`src/hdl/word_frequency_top_k_assert.svh`:
```
// Assertion helpers used by the datapath file of the word frequency block.
`ifndef WORD_FREQUENCY_TOP_K_ASSERT_SVH
`define WORD_FREQUENCY_TOP_K_ASSERT_SVH

// Same-cycle implication, disabled while reset is asserted.
`define WFTK_ASSERT_IMP(name, ck, rn, ante, cons) \
    name: assert property (@(posedge ck) disable iff (!rn) (ante) |-> (cons)) \
        else $error("wftk assertion failed");

// Next-cycle implication, disabled while reset is asserted.
`define WFTK_ASSERT_NEXT(name, ck, rn, ante, cons) \
    name: assert property (@(posedge ck) disable iff (!rn) (ante) |=> (cons)) \
        else $error("wftk assertion failed");

`endif

```
`src/hdl/wftk_pkg.sv`:
```
`default_nettype none

package wftk_pkg;

    localparam int WORD_BYTES_DEF     = 64;
    localparam int FILE_ENTRIES_DEF   = 256;
    localparam int GLOBAL_ENTRIES_DEF = 64;
    localparam int MAX_K_DEF          = 16;

    localparam int COUNT_W = 32;
    localparam int TOPK_W  = 5;
    localparam logic [TOPK_W-1:0] TOP_K_RESET = 5'd5;

    // Action codes of an input beat.
    localparam logic [1:0] ACT_TEXT   = 2'd0;
    localparam logic [1:0] ACT_EOF    = 2'd1;
    localparam logic [1:0] ACT_FINISH = 2'd2;
    localparam logic [1:0] ACT_READ   = 2'd3;

    // Result status codes.
    localparam logic [1:0] ST_OK       = 2'd0;
    localparam logic [1:0] ST_OVERFLOW = 2'd1;
    localparam logic [1:0] ST_EMPTY    = 2'd2;

    typedef struct packed {
        logic [1:0] action;
        logic [7:0] text_byte;
        logic [3:0] read_rank;
        logic [5:0] read_pos;
    } in_item_t;

    typedef struct packed {
        logic [1:0]  status;
        logic [4:0]  entry_count;
        logic [31:0] word_total;
        logic [7:0]  word_char;
    } out_item_t;

    typedef enum logic [4:0] {
        S_IDLE,
        S_DISPATCH,
        S_LK_RD,
        S_LK_CMP,
        S_LK_MISS,
        S_FR_INIT,
        S_FR_START,
        S_FR_RD,
        S_FR_CMP,
        S_GA_RD,
        S_GA_CMP,
        S_GA_MISS,
        S_GR_INIT,
        S_GR_START,
        S_GR_RD,
        S_GR_CMP,
        S_GR_SEL,
        S_RD_DATA,
        S_EMIT
    } wftk_state_t;

    typedef struct packed {
        logic take;
        logic tok_append;
        logic tok_clear;
        logic f_rd;
        logic f_idx_clr;
        logic f_idx_inc;
        logic f_hit_wr;
        logic f_add;
        logic f_used_clr;
        logic g_rd_scan;
        logic g_rd_rank;
        logic g_idx_clr;
        logic g_idx_inc;
        logic g_hit_wr;
        logic g_add;
        logic best_clr;
        logic best_f;
        logic best_g;
        logic rank_init_f;
        logic rank_init_g;
        logic rank_next;
        logic order_wr;
        logic ranked_set;
        logic res_read;
        logic res_plain;
        logic res_empty;
        logic out_load;
    } wftk_cmd_t;

    typedef struct packed {
        logic [1:0] action;
        logic       tok_empty;
        logic       is_space;
        logic       f_scan_end;
        logic       g_scan_end;
        logic       f_match;
        logic       g_match;
        logic       r_done;
        logic       rank_empty;
        logic       out_free;
    } wftk_stat_t;

endpackage

`default_nettype wire

```
`src/hdl/wftk_ctrl.sv`:
```
`default_nettype none

module wftk_ctrl (
    input  logic                  clk,
    input  logic                  rst_n,
    input  logic                  in_valid,
    output logic                  in_stall,
    input  wftk_pkg::wftk_stat_t  stat,
    output wftk_pkg::wftk_cmd_t   cmd
);

    wftk_pkg::wftk_state_t state_reg;
    wftk_pkg::wftk_state_t state_next;
    wftk_pkg::wftk_state_t after_lookup;

    always_ff @(posedge clk or negedge rst_n)
    begin
        if (!rst_n)
        begin
            state_reg <= wftk_pkg::S_IDLE;
        end
        else
        begin
            state_reg <= state_next;
        end
    end

    // A finished word during end of file continues into the file ranking.
    assign after_lookup = (stat.action == wftk_pkg::ACT_EOF) ? wftk_pkg::S_FR_INIT
                                                              : wftk_pkg::S_IDLE;

    always_comb
    begin
        state_next = state_reg;
        unique case (state_reg)
            wftk_pkg::S_IDLE:
            begin
                if (in_valid)
                begin
                    state_next = wftk_pkg::S_DISPATCH;
                end
            end
            wftk_pkg::S_DISPATCH:
            begin
                unique case (stat.action)
                    wftk_pkg::ACT_TEXT:
                    begin
                        if (stat.is_space && !stat.tok_empty)
                        begin
                            state_next = wftk_pkg::S_LK_RD;
                        end
                        else
                        begin
                            state_next = wftk_pkg::S_IDLE;
                        end
                    end
                    wftk_pkg::ACT_EOF:
                    begin
                        state_next = stat.tok_empty ? wftk_pkg::S_FR_INIT : wftk_pkg::S_LK_RD;
                    end
                    wftk_pkg::ACT_FINISH:
                    begin
                        state_next = wftk_pkg::S_GR_INIT;
                    end
                    wftk_pkg::ACT_READ:
                    begin
                        state_next = stat.rank_empty ? wftk_pkg::S_EMIT : wftk_pkg::S_RD_DATA;
                    end
                    default:
                    begin
                        state_next = wftk_pkg::S_IDLE;
                    end
                endcase
            end
            wftk_pkg::S_LK_RD:
            begin
                state_next = stat.f_scan_end ? wftk_pkg::S_LK_MISS : wftk_pkg::S_LK_CMP;
            end
            wftk_pkg::S_LK_CMP:
            begin
                state_next = stat.f_match ? after_lookup : wftk_pkg::S_LK_RD;
            end
            wftk_pkg::S_LK_MISS:
            begin
                state_next = after_lookup;
            end
            wftk_pkg::S_FR_INIT:
            begin
                state_next = wftk_pkg::S_FR_START;
            end
            wftk_pkg::S_FR_START:
            begin
                state_next = stat.r_done ? wftk_pkg::S_IDLE : wftk_pkg::S_FR_RD;
            end
            wftk_pkg::S_FR_RD:
            begin
                state_next = stat.f_scan_end ? wftk_pkg::S_GA_RD : wftk_pkg::S_FR_CMP;
            end
            wftk_pkg::S_FR_CMP:
            begin
                state_next = wftk_pkg::S_FR_RD;
            end
            wftk_pkg::S_GA_RD:
            begin
                state_next = stat.g_scan_end ? wftk_pkg::S_GA_MISS : wftk_pkg::S_GA_CMP;
            end
            wftk_pkg::S_GA_CMP:
            begin
                state_next = stat.g_match ? wftk_pkg::S_FR_START : wftk_pkg::S_GA_RD;
            end
            wftk_pkg::S_GA_MISS:
            begin
                state_next = wftk_pkg::S_FR_START;
            end
            wftk_pkg::S_GR_INIT:
            begin
                state_next = wftk_pkg::S_GR_START;
            end
            wftk_pkg::S_GR_START:
            begin
                state_next = stat.r_done ? wftk_pkg::S_EMIT : wftk_pkg::S_GR_RD;
            end
            wftk_pkg::S_GR_RD:
            begin
                state_next = stat.g_scan_end ? wftk_pkg::S_GR_SEL : wftk_pkg::S_GR_CMP;
            end
            wftk_pkg::S_GR_CMP:
            begin
                state_next = wftk_pkg::S_GR_RD;
            end
            wftk_pkg::S_GR_SEL:
            begin
                state_next = wftk_pkg::S_GR_START;
            end
            wftk_pkg::S_RD_DATA:
            begin
                state_next = wftk_pkg::S_EMIT;
            end
            wftk_pkg::S_EMIT:
            begin
                if (stat.out_free)
                begin
                    state_next = wftk_pkg::S_IDLE;
                end
            end
            default:
            begin
                state_next = wftk_pkg::S_IDLE;
            end
        endcase
    end

    assign in_stall = (state_reg != wftk_pkg::S_IDLE);

    always_comb
    begin
        cmd = '0;
        unique case (state_reg)
            wftk_pkg::S_IDLE:
            begin
                cmd.take = in_valid;
            end
            wftk_pkg::S_DISPATCH:
            begin
                unique case (stat.action)
                    wftk_pkg::ACT_TEXT:
                    begin
                        cmd.tok_append = !stat.is_space;
                        cmd.f_idx_clr  = stat.is_space;
                    end
                    wftk_pkg::ACT_EOF:
                    begin
                        cmd.f_idx_clr = 1'b1;
                    end
                    wftk_pkg::ACT_FINISH:
                    begin
                        cmd.best_clr = 1'b1;
                    end
                    wftk_pkg::ACT_READ:
                    begin
                        cmd.res_empty = stat.rank_empty;
                        cmd.g_rd_rank = !stat.rank_empty;
                    end
                    default:
                    begin
                        cmd.best_clr = 1'b0;
                    end
                endcase
            end
            wftk_pkg::S_LK_RD:
            begin
                cmd.f_rd = !stat.f_scan_end;
            end
            wftk_pkg::S_LK_CMP:
            begin
                cmd.f_hit_wr  = stat.f_match;
                cmd.tok_clear = stat.f_match;
                cmd.f_idx_inc = !stat.f_match;
            end
            wftk_pkg::S_LK_MISS:
            begin
                cmd.f_add     = 1'b1;
                cmd.tok_clear = 1'b1;
            end
            wftk_pkg::S_FR_INIT:
            begin
                cmd.rank_init_f = 1'b1;
            end
            wftk_pkg::S_FR_START:
            begin
                cmd.f_used_clr = stat.r_done;
                cmd.f_idx_clr  = !stat.r_done;
                cmd.best_clr   = !stat.r_done;
            end
            wftk_pkg::S_FR_RD:
            begin
                cmd.f_rd      = !stat.f_scan_end;
                cmd.g_idx_clr = stat.f_scan_end;
            end
            wftk_pkg::S_FR_CMP:
            begin
                cmd.best_f    = 1'b1;
                cmd.f_idx_inc = 1'b1;
            end
            wftk_pkg::S_GA_RD:
            begin
                cmd.g_rd_scan = !stat.g_scan_end;
            end
            wftk_pkg::S_GA_CMP:
            begin
                cmd.g_hit_wr  = stat.g_match;
                cmd.rank_next = stat.g_match;
                cmd.g_idx_inc = !stat.g_match;
            end
            wftk_pkg::S_GA_MISS:
            begin
                cmd.g_add     = 1'b1;
                cmd.rank_next = 1'b1;
            end
            wftk_pkg::S_GR_INIT:
            begin
                cmd.rank_init_g = 1'b1;
            end
            wftk_pkg::S_GR_START:
            begin
                cmd.ranked_set = stat.r_done;
                cmd.res_plain  = stat.r_done;
                cmd.g_idx_clr  = !stat.r_done;
                cmd.best_clr   = !stat.r_done;
            end
            wftk_pkg::S_GR_RD:
            begin
                cmd.g_rd_scan = !stat.g_scan_end;
            end
            wftk_pkg::S_GR_CMP:
            begin
                cmd.best_g    = 1'b1;
                cmd.g_idx_inc = 1'b1;
            end
            wftk_pkg::S_GR_SEL:
            begin
                cmd.order_wr  = 1'b1;
                cmd.rank_next = 1'b1;
            end
            wftk_pkg::S_RD_DATA:
            begin
                cmd.res_read = 1'b1;
            end
            wftk_pkg::S_EMIT:
            begin
                cmd.out_load = stat.out_free;
            end
            default:
            begin
                cmd.take = 1'b0;
            end
        endcase
    end

endmodule

`default_nettype wire

```
`config.mk`:
```
export PLATFORM = sky130hd
export DESIGN_NAME = wftk_ctrl
export DESIGN_NICKNAME = d
export VERILOG_FILES = /design/src/hdl/word_frequency_top_k_assert.svh /design/src/hdl/wftk_pkg.sv /design/src/hdl/wftk_ctrl.sv
export SDC_FILE = /design/constraint.sdc
export NUM_CORES = 1
export LEC_CHECK = 0
export ABC_AREA = 0
export BUFFER_PORTS_ARGS = -buffer_cell sky130_fd_sc_hd__buf_2
export CORE_MARGIN = 2
export CORE_UTILIZATION = 51
export DETAILED_ROUTE_END_ITERATION = 12
export GPL_TIMING_DRIVEN = 0
export PLACE_DENSITY = 0.83
export SKIP_LAST_GASP = 1
export SLEW_MARGIN = 20
export SYNTH_ARGS = -nofsm -noshare
export SYNTH_HDL_FRONTEND = slang
export SYNTH_SLANG_ARGS = --single-unit
```
`constraint.sdc`:
```
create_clock -name clk -period 2.65 [get_ports clk]
set_input_delay 0.265 -clock clk [delete_from_list [all_inputs] [get_ports clk]]
set_output_delay 0.265 -clock clk [all_outputs]
set_load 0.005 [all_outputs]
```
* Word-level counts from Yosys, hierarchy flattened *
Cells that the tools add are included.

cells by class
  reduce and logical (&&, ||, !) cells = 19
  mux-type cells = 47
  equality and inequality tests = 23

operator list
  cell                                                 number
  case mux 5 bit (17 select lines)                     1
  equality test 5 x 4 -> 1 bit, second input constant  8
  two-way mux 1 bit                                    25
  equality test 5 x 3 -> 1 bit, second input constant  4
  two-way mux 5 bit                                    4
  case mux 5 bit (4 select lines)                      1
  case mux 1 bit (2 select lines)                      8
  equality test 5 bit, second input constant           3
  two-way mux 3 bit                                    5
  OR reduction 2 bit                                   6
  equality test 5 x 2 -> 1 bit, second input constant  2
  zero test 1 bit                                      8
  equality test 5 x 1 -> 1 bit, second input constant  1
  zero test 5 bit                                      1
  nonzero test 5 bit                                   1
  equality test 2 bit, second input constant           2
  two-way mux 2 bit                                    2
  two-way mux 4 bit                                    1
  != test 2 bit, second input constant                 2
  equality test 2 x 1 -> 1 bit, second input constant  1
  zero test 2 bit                                      1
  AND reduction 2 bit                                  1
  logical AND 1 bit                                    1

storage, ports and cells
  register bits = 5

* Logic depth before layout (Yosys ltp) *
Gate-level depths: netlist (run 1).

  word-level depth = 5
  depth in mapped cells = 6

* Worst setup path before layout (run 1) *
Ideal clock, no wire load.

  kind = register to output
  start = register state_reg[3]
  end = output port cmd[11] in the netlist's numbering
  data arrival time = 1.319 ns
  slack = 1.066 ns
  data required time = 2.385 ns
  cell stages (with the launch flop) = 6
  path through = dfrtp_1 -> buf_6 -> or3_4 -> o32ai_1 -> nand2_1 -> nand2_1

RTL lines
  element                 RTL line         text
  start, declared         wftk_ctrl.sv:12  wftk_pkg::wftk_state_t state_reg;
  start signal, assigned  wftk_ctrl.sv:20  state_reg <= wftk_pkg::S_IDLE;
  start signal, assigned  wftk_ctrl.sv:24  state_reg <= state_next;
  end, declared           wftk_ctrl.sv:9   output wftk_pkg::wftk_cmd_t cmd

==> results of run 1 <==
final cells by class:
| type | count | area (um2) |
|---|---|---|
| Buffer | 16 | 98.8 |
| Clock buffer | 4 | 26.3 |
| Fill cell | 161 | 520 |
| Inverter | 4 | 15.0 |
| Multi-Input combinational cell | 108 | 718 |
| Sequential cell | 5 | 125 |
| Tap cell | 25 | 31.3 |
| Timing Repair Buffer | 41 | 210 |
routing by layer:
metal	track usage [%]	part of all wire [%]
met5	0	0
met4	17.2	2.4
met3	5.38	10
met2	50.5	48
met1	34.0	39
per-stage QoR:
| step | power [uW] | cells | hold slack [ns] | cell area (um2) |
|---|---|---|---|---|
| floorplan | 733 | 133 | -0.0306 | 957 |
| global placement | 930 | 198 | 0.0764 | 1190 |
| detailed placement | 944 | 198 | 0.0800 | 1190 |
| CTS | 1040 | 203 | 0.357 | 1220 |
| global route | 1130 | 203 | 0.394 | 1220 |
| finish | 1040 | 203 | 0.380 | 1220 |
power groups by stage:
stage | Combinational [uW] | Clock, uW | Sequential (uW)
6_report | 818 | 90.7 | 134
3_5_place_dp | 809 | 0 | 135
4_1_cts | 813 | 91.1 | 133
3_3_place_gp | 798 | 0 | 132
5_1_grt | 898 | 96.0 | 140
2_1_floorplan | 607 | 0 | 126
cell families (layout without fill, tap and decap cells):
logic type | Yosys count | after routing | synth area share [%]
mux | 2 | 2 | 2.61
flops | 5 | 5 | 13.1
buf+inv | 20 | 65 | 11.9
compound gates | 33 | 33 | 28.1
simple gates | 73 | 73 | 44.3
critical path, delay by kind of cell (launching register included):
family | cells | cell delay (ns)
and+or+nand+nor | 3 | 0.65
DFF | 1 | 0.41
buffers and inverters | 2 | 0.27
AOI/OAI and AO/OA | 1 | 0.23
timing repair:
item,4_1_cts,5_1_grt
hold buffers,1,0
hold endpoints to repair,5,0
endpoints found under the setup margin,0,0
setup buffers,0,0
cell usage after synthesis, types with 2 or more instances:
cell and n:
sky130_fd_sc_hd__and3_1 4, sky130_fd_sc_hd__o31ai_1 2, sky130_fd_sc_hd__o22ai_1 2, sky130_fd_sc_hd__a22o_1 2, sky130_fd_sc_hd__buf_4 2, sky130_fd_sc_hd__nor3_1 4
sky130_fd_sc_hd__nor2_1 20, sky130_fd_sc_hd__o221ai_1 2, sky130_fd_sc_hd__nor3b_1 3, sky130_fd_sc_hd__a22oi_1 6, sky130_fd_sc_hd__nand2_1 10, sky130_fd_sc_hd__clkbuf_1 4
sky130_fd_sc_hd__o21ai_0 2, sky130_fd_sc_hd__nand3_1 3, sky130_fd_sc_hd__or3b_1 3, sky130_fd_sc_hd__nand3b_1 2, sky130_fd_sc_hd__a21oi_1 4, sky130_fd_sc_hd__buf_6 3
sky130_fd_sc_hd__buf_2 7, sky130_fd_sc_hd__inv_1 4, sky130_fd_sc_hd__a211oi_2 2, sky130_fd_sc_hd__o2111ai_1 2, sky130_fd_sc_hd__nor2b_1 8, sky130_fd_sc_hd__dfrtp_1 5
sky130_fd_sc_hd__nand2b_1 3
worst max-delay path by stage:
stage	startpoint	to	slack, ns
finish	state_reg[2]	cmd[11]	0.58
detailed placement	state_reg[4]	cmd[22]	0.84
global route	state_reg[4]	cmd[22]	0.44
global placement	state_reg[4]	cmd[22]	0.88
CTS	state_reg[4]	cmd[22]	0.57
floorplan	state_reg[3]	cmd[11]	1.07
==> summary.md, run 1 <==
| Metric | Value |
|---|---|
| Outcome | `finished, final reports clean` |
| DRT antenna net count | `0` |
| Power spent charging and discharging nets | `521 uW` |
| Final Hold Viols | `0` |
| Final Setup Violations | `0` |
| Clock insertion delay at the later pin of the skew report | `about 0.25 ns` |
| Most used cells in the layout excluding fill and tap cells | `sky130_fd_sc_hd__buf_2, sky130_fd_sc_hd__nor2_1, sky130_fd_sc_hd__nand2_1, sky130_fd_sc_hd__nor2b_1, sky130_fd_sc_hd__a22oi_1` |
| Worst setup path category | `flip-flop to primary output` |
| Gate Count Post-Synth | `133` |
| Clock sink count | `5` |
| Avg Cell Area, Syn | `7.20 um2` |
| Routability Congestion | `0.897` |
| Final worst-path cycle share | `78.2%` |
| Pins over their slew limit | `0` |
| Detailed router's first-iteration violation count | `between 40 and 50` |
| Number of unique standard cell types used by synthesis | `49` |
| Final design utilization | `70.2%` |
| Clk buf depth | `2` |
| Cells taking the most area after synthesis | `sky130_fd_sc_hd__dfrtp_1, sky130_fd_sc_hd__nor2_1, sky130_fd_sc_hd__nor2b_1` |
| Slack of the critical path | `0.578 ns` |
| Startpoint of the worst-slack reg-to-reg timing path | `state_reg[1]` |
| Total I/O pin count | `42` |
| Worst hold-check path type | `input pin to async pin` |
| Chip Height | `47.3 um` |
| H-tree level count | `1` |
| Biggest area consumer among synthesized cells | `sky130_fd_sc_hd__dfrtp_1` |
| Total DRC errors in the routed layout | `0` |
| Data arrival time of the worst path | `approximately 1.8 ns` |
| Routed length per instance | `14.7 um` |
| Overall routed net length | `roughly 3000 um` |
| Share of post-route cells with drive strength above 1 | `a little over a third` |
| Async set-or-reset flop fraction in the synthesized netlist | `100%` |
| Type of element capturing the critical path | `primary output` |
| Minimum clock period | `around 2.1 ns` |
| Combined global-route utilization of all metal layers | `around 30%` |
| Worst setup slack after placement | `around 0.84 ns` |
| Unrepaired setup endpoints after global routing | `no` |
| Yosys warnings | `0` |
| Total number of placement rows | `15` |
| CTS Root Buffer Type | `sky130_fd_sc_hd__clkbuf_4` |
| Final HPWL from detailed placement | `2280 um` |
| Slowest CP cell | `sky130_fd_sc_hd__dfrtp_1` |
| Ant diodes | `0` |
| Leakage dissipation | `0.000601 uW` |
| Clock tree from TritonCTS | `done` |
| Slowest Stage Delay on Critical Path | `0.41 ns` |
| Worst Skew | `0.00750 ns` |
| Sequential share of power | `between 10% and 20%` |
| Via count | `1217` |
| Drt first pass iters | `5` |
| Number of buffers inserted during clock tree synthesis | `3` |
| Maximum number of pins on one net before global-route repair | `11` |
| Combinational power share | `78.5%` |
| Total Neg Setup Slack | `0 ns` |
| CP Cell Sequence | `buf_6 > or3_4 > o32ai_1 > nand2_1 > nand2_1 > buf_2` |
| First-pass GRT wire length | `4630 um` |
| Register-to-register setup slack | `between 1 and 1.5 ns` |
| FMAX | `~480 MHz` |
| Total number of nets in the final design | `between 150 and 200` |
| Register clock-pin slew on the reported worst setup and hold paths | `0.05 ns` |
| Total internal power | `522 uW` |
| Quantity of gates resized following cts | `0` |
| # Max-Cap Violations | `0` |
| Area of the core | `around 1700 um2` |
| Area share of the largest cell type after synthesis | `13.1%` |
| Clock share of power | `slightly below 9%` |
| Summed instance area of the synthesized netlist | `~960 um2` |
| Cell occurring most often along the worst timing path | `sky130_fd_sc_hd__nand2_1` |
| IO Port Bufs | `40` |
| Largest fanout on the critical path | `10` |
| Mapped Nets | `147` |
| Area Growth Syn to Fin | `28.0%` |
| Most used DFF post-synth | `sky130_fd_sc_hd__dfrtp_1` |
| Number of antenna violations at the first check in global routing | `0` |
| Pin slew with the least headroom to its limit | `slightly above 0.5 ns` |
| CP startpoint kind | `flip-flop` |
| Sequential-to-total area share from yosys stat | `13.1%` |
| Required time of the critical path | `2.38 ns` |
| Most common library cell in the layout ignoring fill and taps | `sky130_fd_sc_hd__buf_2` |
| Average vias per placed instance | `between 5 and 6` |
| Die Width | `about 47 um` |
| Number of flops mapped to enable cells by yosys | `0` |
| Overflow left after global routing | `0` |
| Floorplan die area | `approximately 2200 um2` |
| Relative max-transition margin | `66.2%` |
| Max reg flops | `5` |
| Cell depth of the worst flop-to-flop path | `5` |
| Vias in the first global route | `around 1000` |
| Starting density of the core | `54.8%` |
| Flip-flop and latch count after synthesis | `5` |
| Crit Reg-Reg Endpoint | `state_reg[0]` |
| Sw Share | `50.0%` |
| Peak VDD IR | `between 0.4 and 0.5 mV` |
| P per Cell Area | `851 nW/um2` |
Power figures use the tool's default switching activity.
==> run 2, diff against run 1 <==
--- a/config.mk
+++ b/config.mk
@@ -8,10 +8,10 @@
 export ABC_AREA = 0
 export BUFFER_PORTS_ARGS = -buffer_cell sky130_fd_sc_hd__buf_2
 export CORE_MARGIN = 2
-export CORE_UTILIZATION = 51
+export CORE_UTILIZATION = 43
 export DETAILED_ROUTE_END_ITERATION = 12
 export GPL_TIMING_DRIVEN = 0
-export PLACE_DENSITY = 0.83
+export PLACE_DENSITY = 0.75
 export SKIP_LAST_GASP = 1
 export SLEW_MARGIN = 20
 export SYNTH_ARGS = -nofsm -noshare
==> constraint.sdc (replaced) <==
create_clock -name clk -period 1.7 [get_ports clk]
set_input_delay 0.17 -clock clk [delete_from_list [all_inputs] [get_ports clk]]
set_output_delay 0.17 -clock clk [all_outputs]
set_load 0.005 [all_outputs]
==> run 2 against run 1 <==
Against the previous run:
- routed wire length is 21% higher
- sequential cell count is the same
- register-to-register slack got worse by 1.1 ns
- combinational power increased by 110%
- hold slack worse by 0.10 ns
- the flow now finishes with violations (setup timing)
- global-route usage is 2.8 points lower
- via count up 9.7%
- clock skew decreased by 0.0048 ns
- total power grew 100%
- die area is 17% higher
==> summary.md, run 2 (synthesized netlist as in run 1, its figures left out) <==
| Metric | Value |
|---|---|
| Overflow left after global routing | `0` |
| Required time of the critical path | `1.53 ns` |
| Worst hold-check path type | `input pin to async pin` |
| FMAX | `534 MHz` |
| # Max-Cap Violations | `0` |
| Failing checks | `setup timing` |
| Data arrival time of the worst path | `roughly 1.7 ns` |
| Register-to-register setup slack | `0 ns` |
| Final Hold Viols | `0` |
| Combined global-route utilization of all metal layers | `a little over a quarter` |
| Worst setup path category | `flip-flop to primary output` |
| Clock share of power | `6.4%` |
| Detailed router's first-iteration violation count | `between 50 and 60` |
| Final Instance Area | `1510 um2` |
| CP startpoint kind | `flip-flop` |
| Vias in the first global route | `between 1000 and 1500` |
| Starting density of the core | `44.6%` |
| Number of cells in the finished layout apart from fillers | `roughly 220` |
| Total I/O pin count | `42` |
| Combinational power share | `83.6%` |
| Total DRC errors in the routed layout | `0` |
| Slack of the critical path | `-0.173 ns` |
| Total internal power | `~1100 uW` |
| Worst Skew | `0.00266 ns` |
| Max reg flops | `5` |
| Outcome | `complete, but fails checks` |
| Share of post-route cells with drive strength above 1 | `54.1%` |
| Number of antenna violations at the first check in global routing | `0` |
| Total number of nets in the final design | `211` |
| Final worst-path cycle share | `110%` |
| Post-Place Cells | `201` |
| Routability Congestion | `0.881` |
| Type of element capturing the critical path | `primary output` |
| Unrepaired setup endpoints after global routing | `yes` |
| Average vias per placed instance | `just under 6` |
| Clk buf depth | `2` |
| Power spent charging and discharging nets | `about 1000 uW` |
| Clock tree from TritonCTS | `done` |
| Final Setup Violations | `14` |
| Chip Height | `slightly above 50 um` |
| DRT antenna net count | `0` |
| Largest fanout on the critical path | `6` |
| Clock insertion delay at the later pin of the skew report | `0.24 ns` |
| Clock sink count | `5` |
| Pin slew with the least headroom to its limit | `0.385 ns` |
| Relative max-transition margin | `74.3%` |
| Area of the core | `2150 um2` |
| Leakage dissipation | `0.000729 uW` |
| Floorplan die area | `2620 um2` |
| Overall routed net length | `approximately 3600 um` |
| Maximum number of pins on one net before global-route repair | `11` |
| Most used cells in the layout excluding fill and tap cells | `sky130_fd_sc_hd__buf_2, sky130_fd_sc_hd__buf_4, sky130_fd_sc_hd__nor2_1, sky130_fd_sc_hd__nand2_1, sky130_fd_sc_hd__nor2b_1` |
| CTS Root Buffer Type | `sky130_fd_sc_hd__clkbuf_4` |
| Sw Share | `between 40% and 50%` |
| First-pass GRT wire length | `around 5400 um` |
| Pins over their slew limit | `0` |
| Via count | `1335` |
| Final HPWL from detailed placement | `2220 um` |
| Ant diodes | `0` |
| Minimum clock period | `1.87 ns` |
| Post-placement cell area | `1190 um2` |
| Drt first pass iters | `4` |
| Most common library cell in the layout ignoring fill and taps | `sky130_fd_sc_hd__buf_2` |
| Die Width | `~50 um` |
| Routed length per instance | `16.0 um` |
| Area Growth Syn to Fin | `57.6%` |
| Number of buffers inserted during clock tree synthesis | `3` |
| Total number of placement rows | `17` |
| IO Port Bufs | `40` |
| Register clock-pin slew on the reported worst setup and hold paths | `0.04 ns` |
| Filler instances | `roughly 190` |
| H-tree level count | `1` |
| Sequential share of power | `10.0%` |
| Sum of internal, switching and leakage power | `2080 uW` |
| Peak VDD IR | `approximately 0.9 mV` |
| P per Cell Area | `1380 nW/um2` |
==> run 2: cell types whose count changed in the layout (fill, tap and decap cells not counted), sizes merged <==
cell    change
clkbuf      -2
buf        +20
==> run 2: metrics by stage <==
stage               utilization (%)  setup TNS, ns  setup WS (ns)  hold slack, ns
floorplan                         -              0          0.211          -0.126
global placement               55.5              0        0.00286         -0.0162
detailed placement             55.5        -0.0339        -0.0339         -0.0136
CTS                            64.5         -0.962         -0.174           0.270
global route                   70.2          -2.72         -0.246           0.312
finish                         70.2          -1.50         -0.173           0.277
==> run 2: power groups by stage <==
stage / registers, uW / clock network, uW / logic (uW)
floorplan: 196 / 0 / 946
CTS: 203 / 137 / 1510
detailed placement: 208 / 0 / 1270
global route: 211 / 141 / 1880
global placement: 204 / 0 / 1250
finish: 208 / 134 / 1740
==> run 2: cell type report <==
type                    instances  area [um2]  share of cell area (%)
multi-input cells             108         822                    54.5
repair buffers                 61         367                    24.3
flip-flops and latches          5         125                    8.29
plain buffers                  14         119                    7.88
well taps                      28        35.0                    2.32
clock buffers                   4        26.3                    1.74
inverters                       4        15.0                   0.995
==> run 2: worst paths after layout <==
path	from	to	cells after the start
max in group asynchronous	rst_n	state_reg[0]	2
min reg2reg	state_reg[3]	state_reg[4]	2
max reg2reg	state_reg[3]	state_reg[2]	6
max	state_reg[3]	cmd[11]	6
min in group clk	stat[9]	state_reg[0]	3
min	rst_n	state_reg[1]	2
==> run 2: worst max-delay path, cell delays in order, from the launching register on <==
cell and delay [ns]:
sky130_fd_sc_hd__dfrtp_1 0.40, sky130_fd_sc_hd__buf_6 0.15, sky130_fd_sc_hd__or3_4 0.43, sky130_fd_sc_hd__o32ai_2 0.22, sky130_fd_sc_hd__nand2_1 0.10, sky130_fd_sc_hd__nand2_1 0.07, sky130_fd_sc_hd__buf_2 0.10
==> run 2: repair_timing <==
action                                  in CTS  in global routing
pin swaps                                   11                 14
hold endpoints to repair                     5                  0
hold buffers                                 1                  0
buffers inserted                            12                  8
resized for setup                           22                 18
endpoints found under the setup margin      17                 22
==> run 2: layer usage <==
metal	GRT usage [%]	part of all wire [%]	vias up
li1	-	-	619
met1	34.9	40	632
met2	48.1	50	74
met3	2.92	8.9	10
met4	4.05	1.6	0
met5	0	0	-
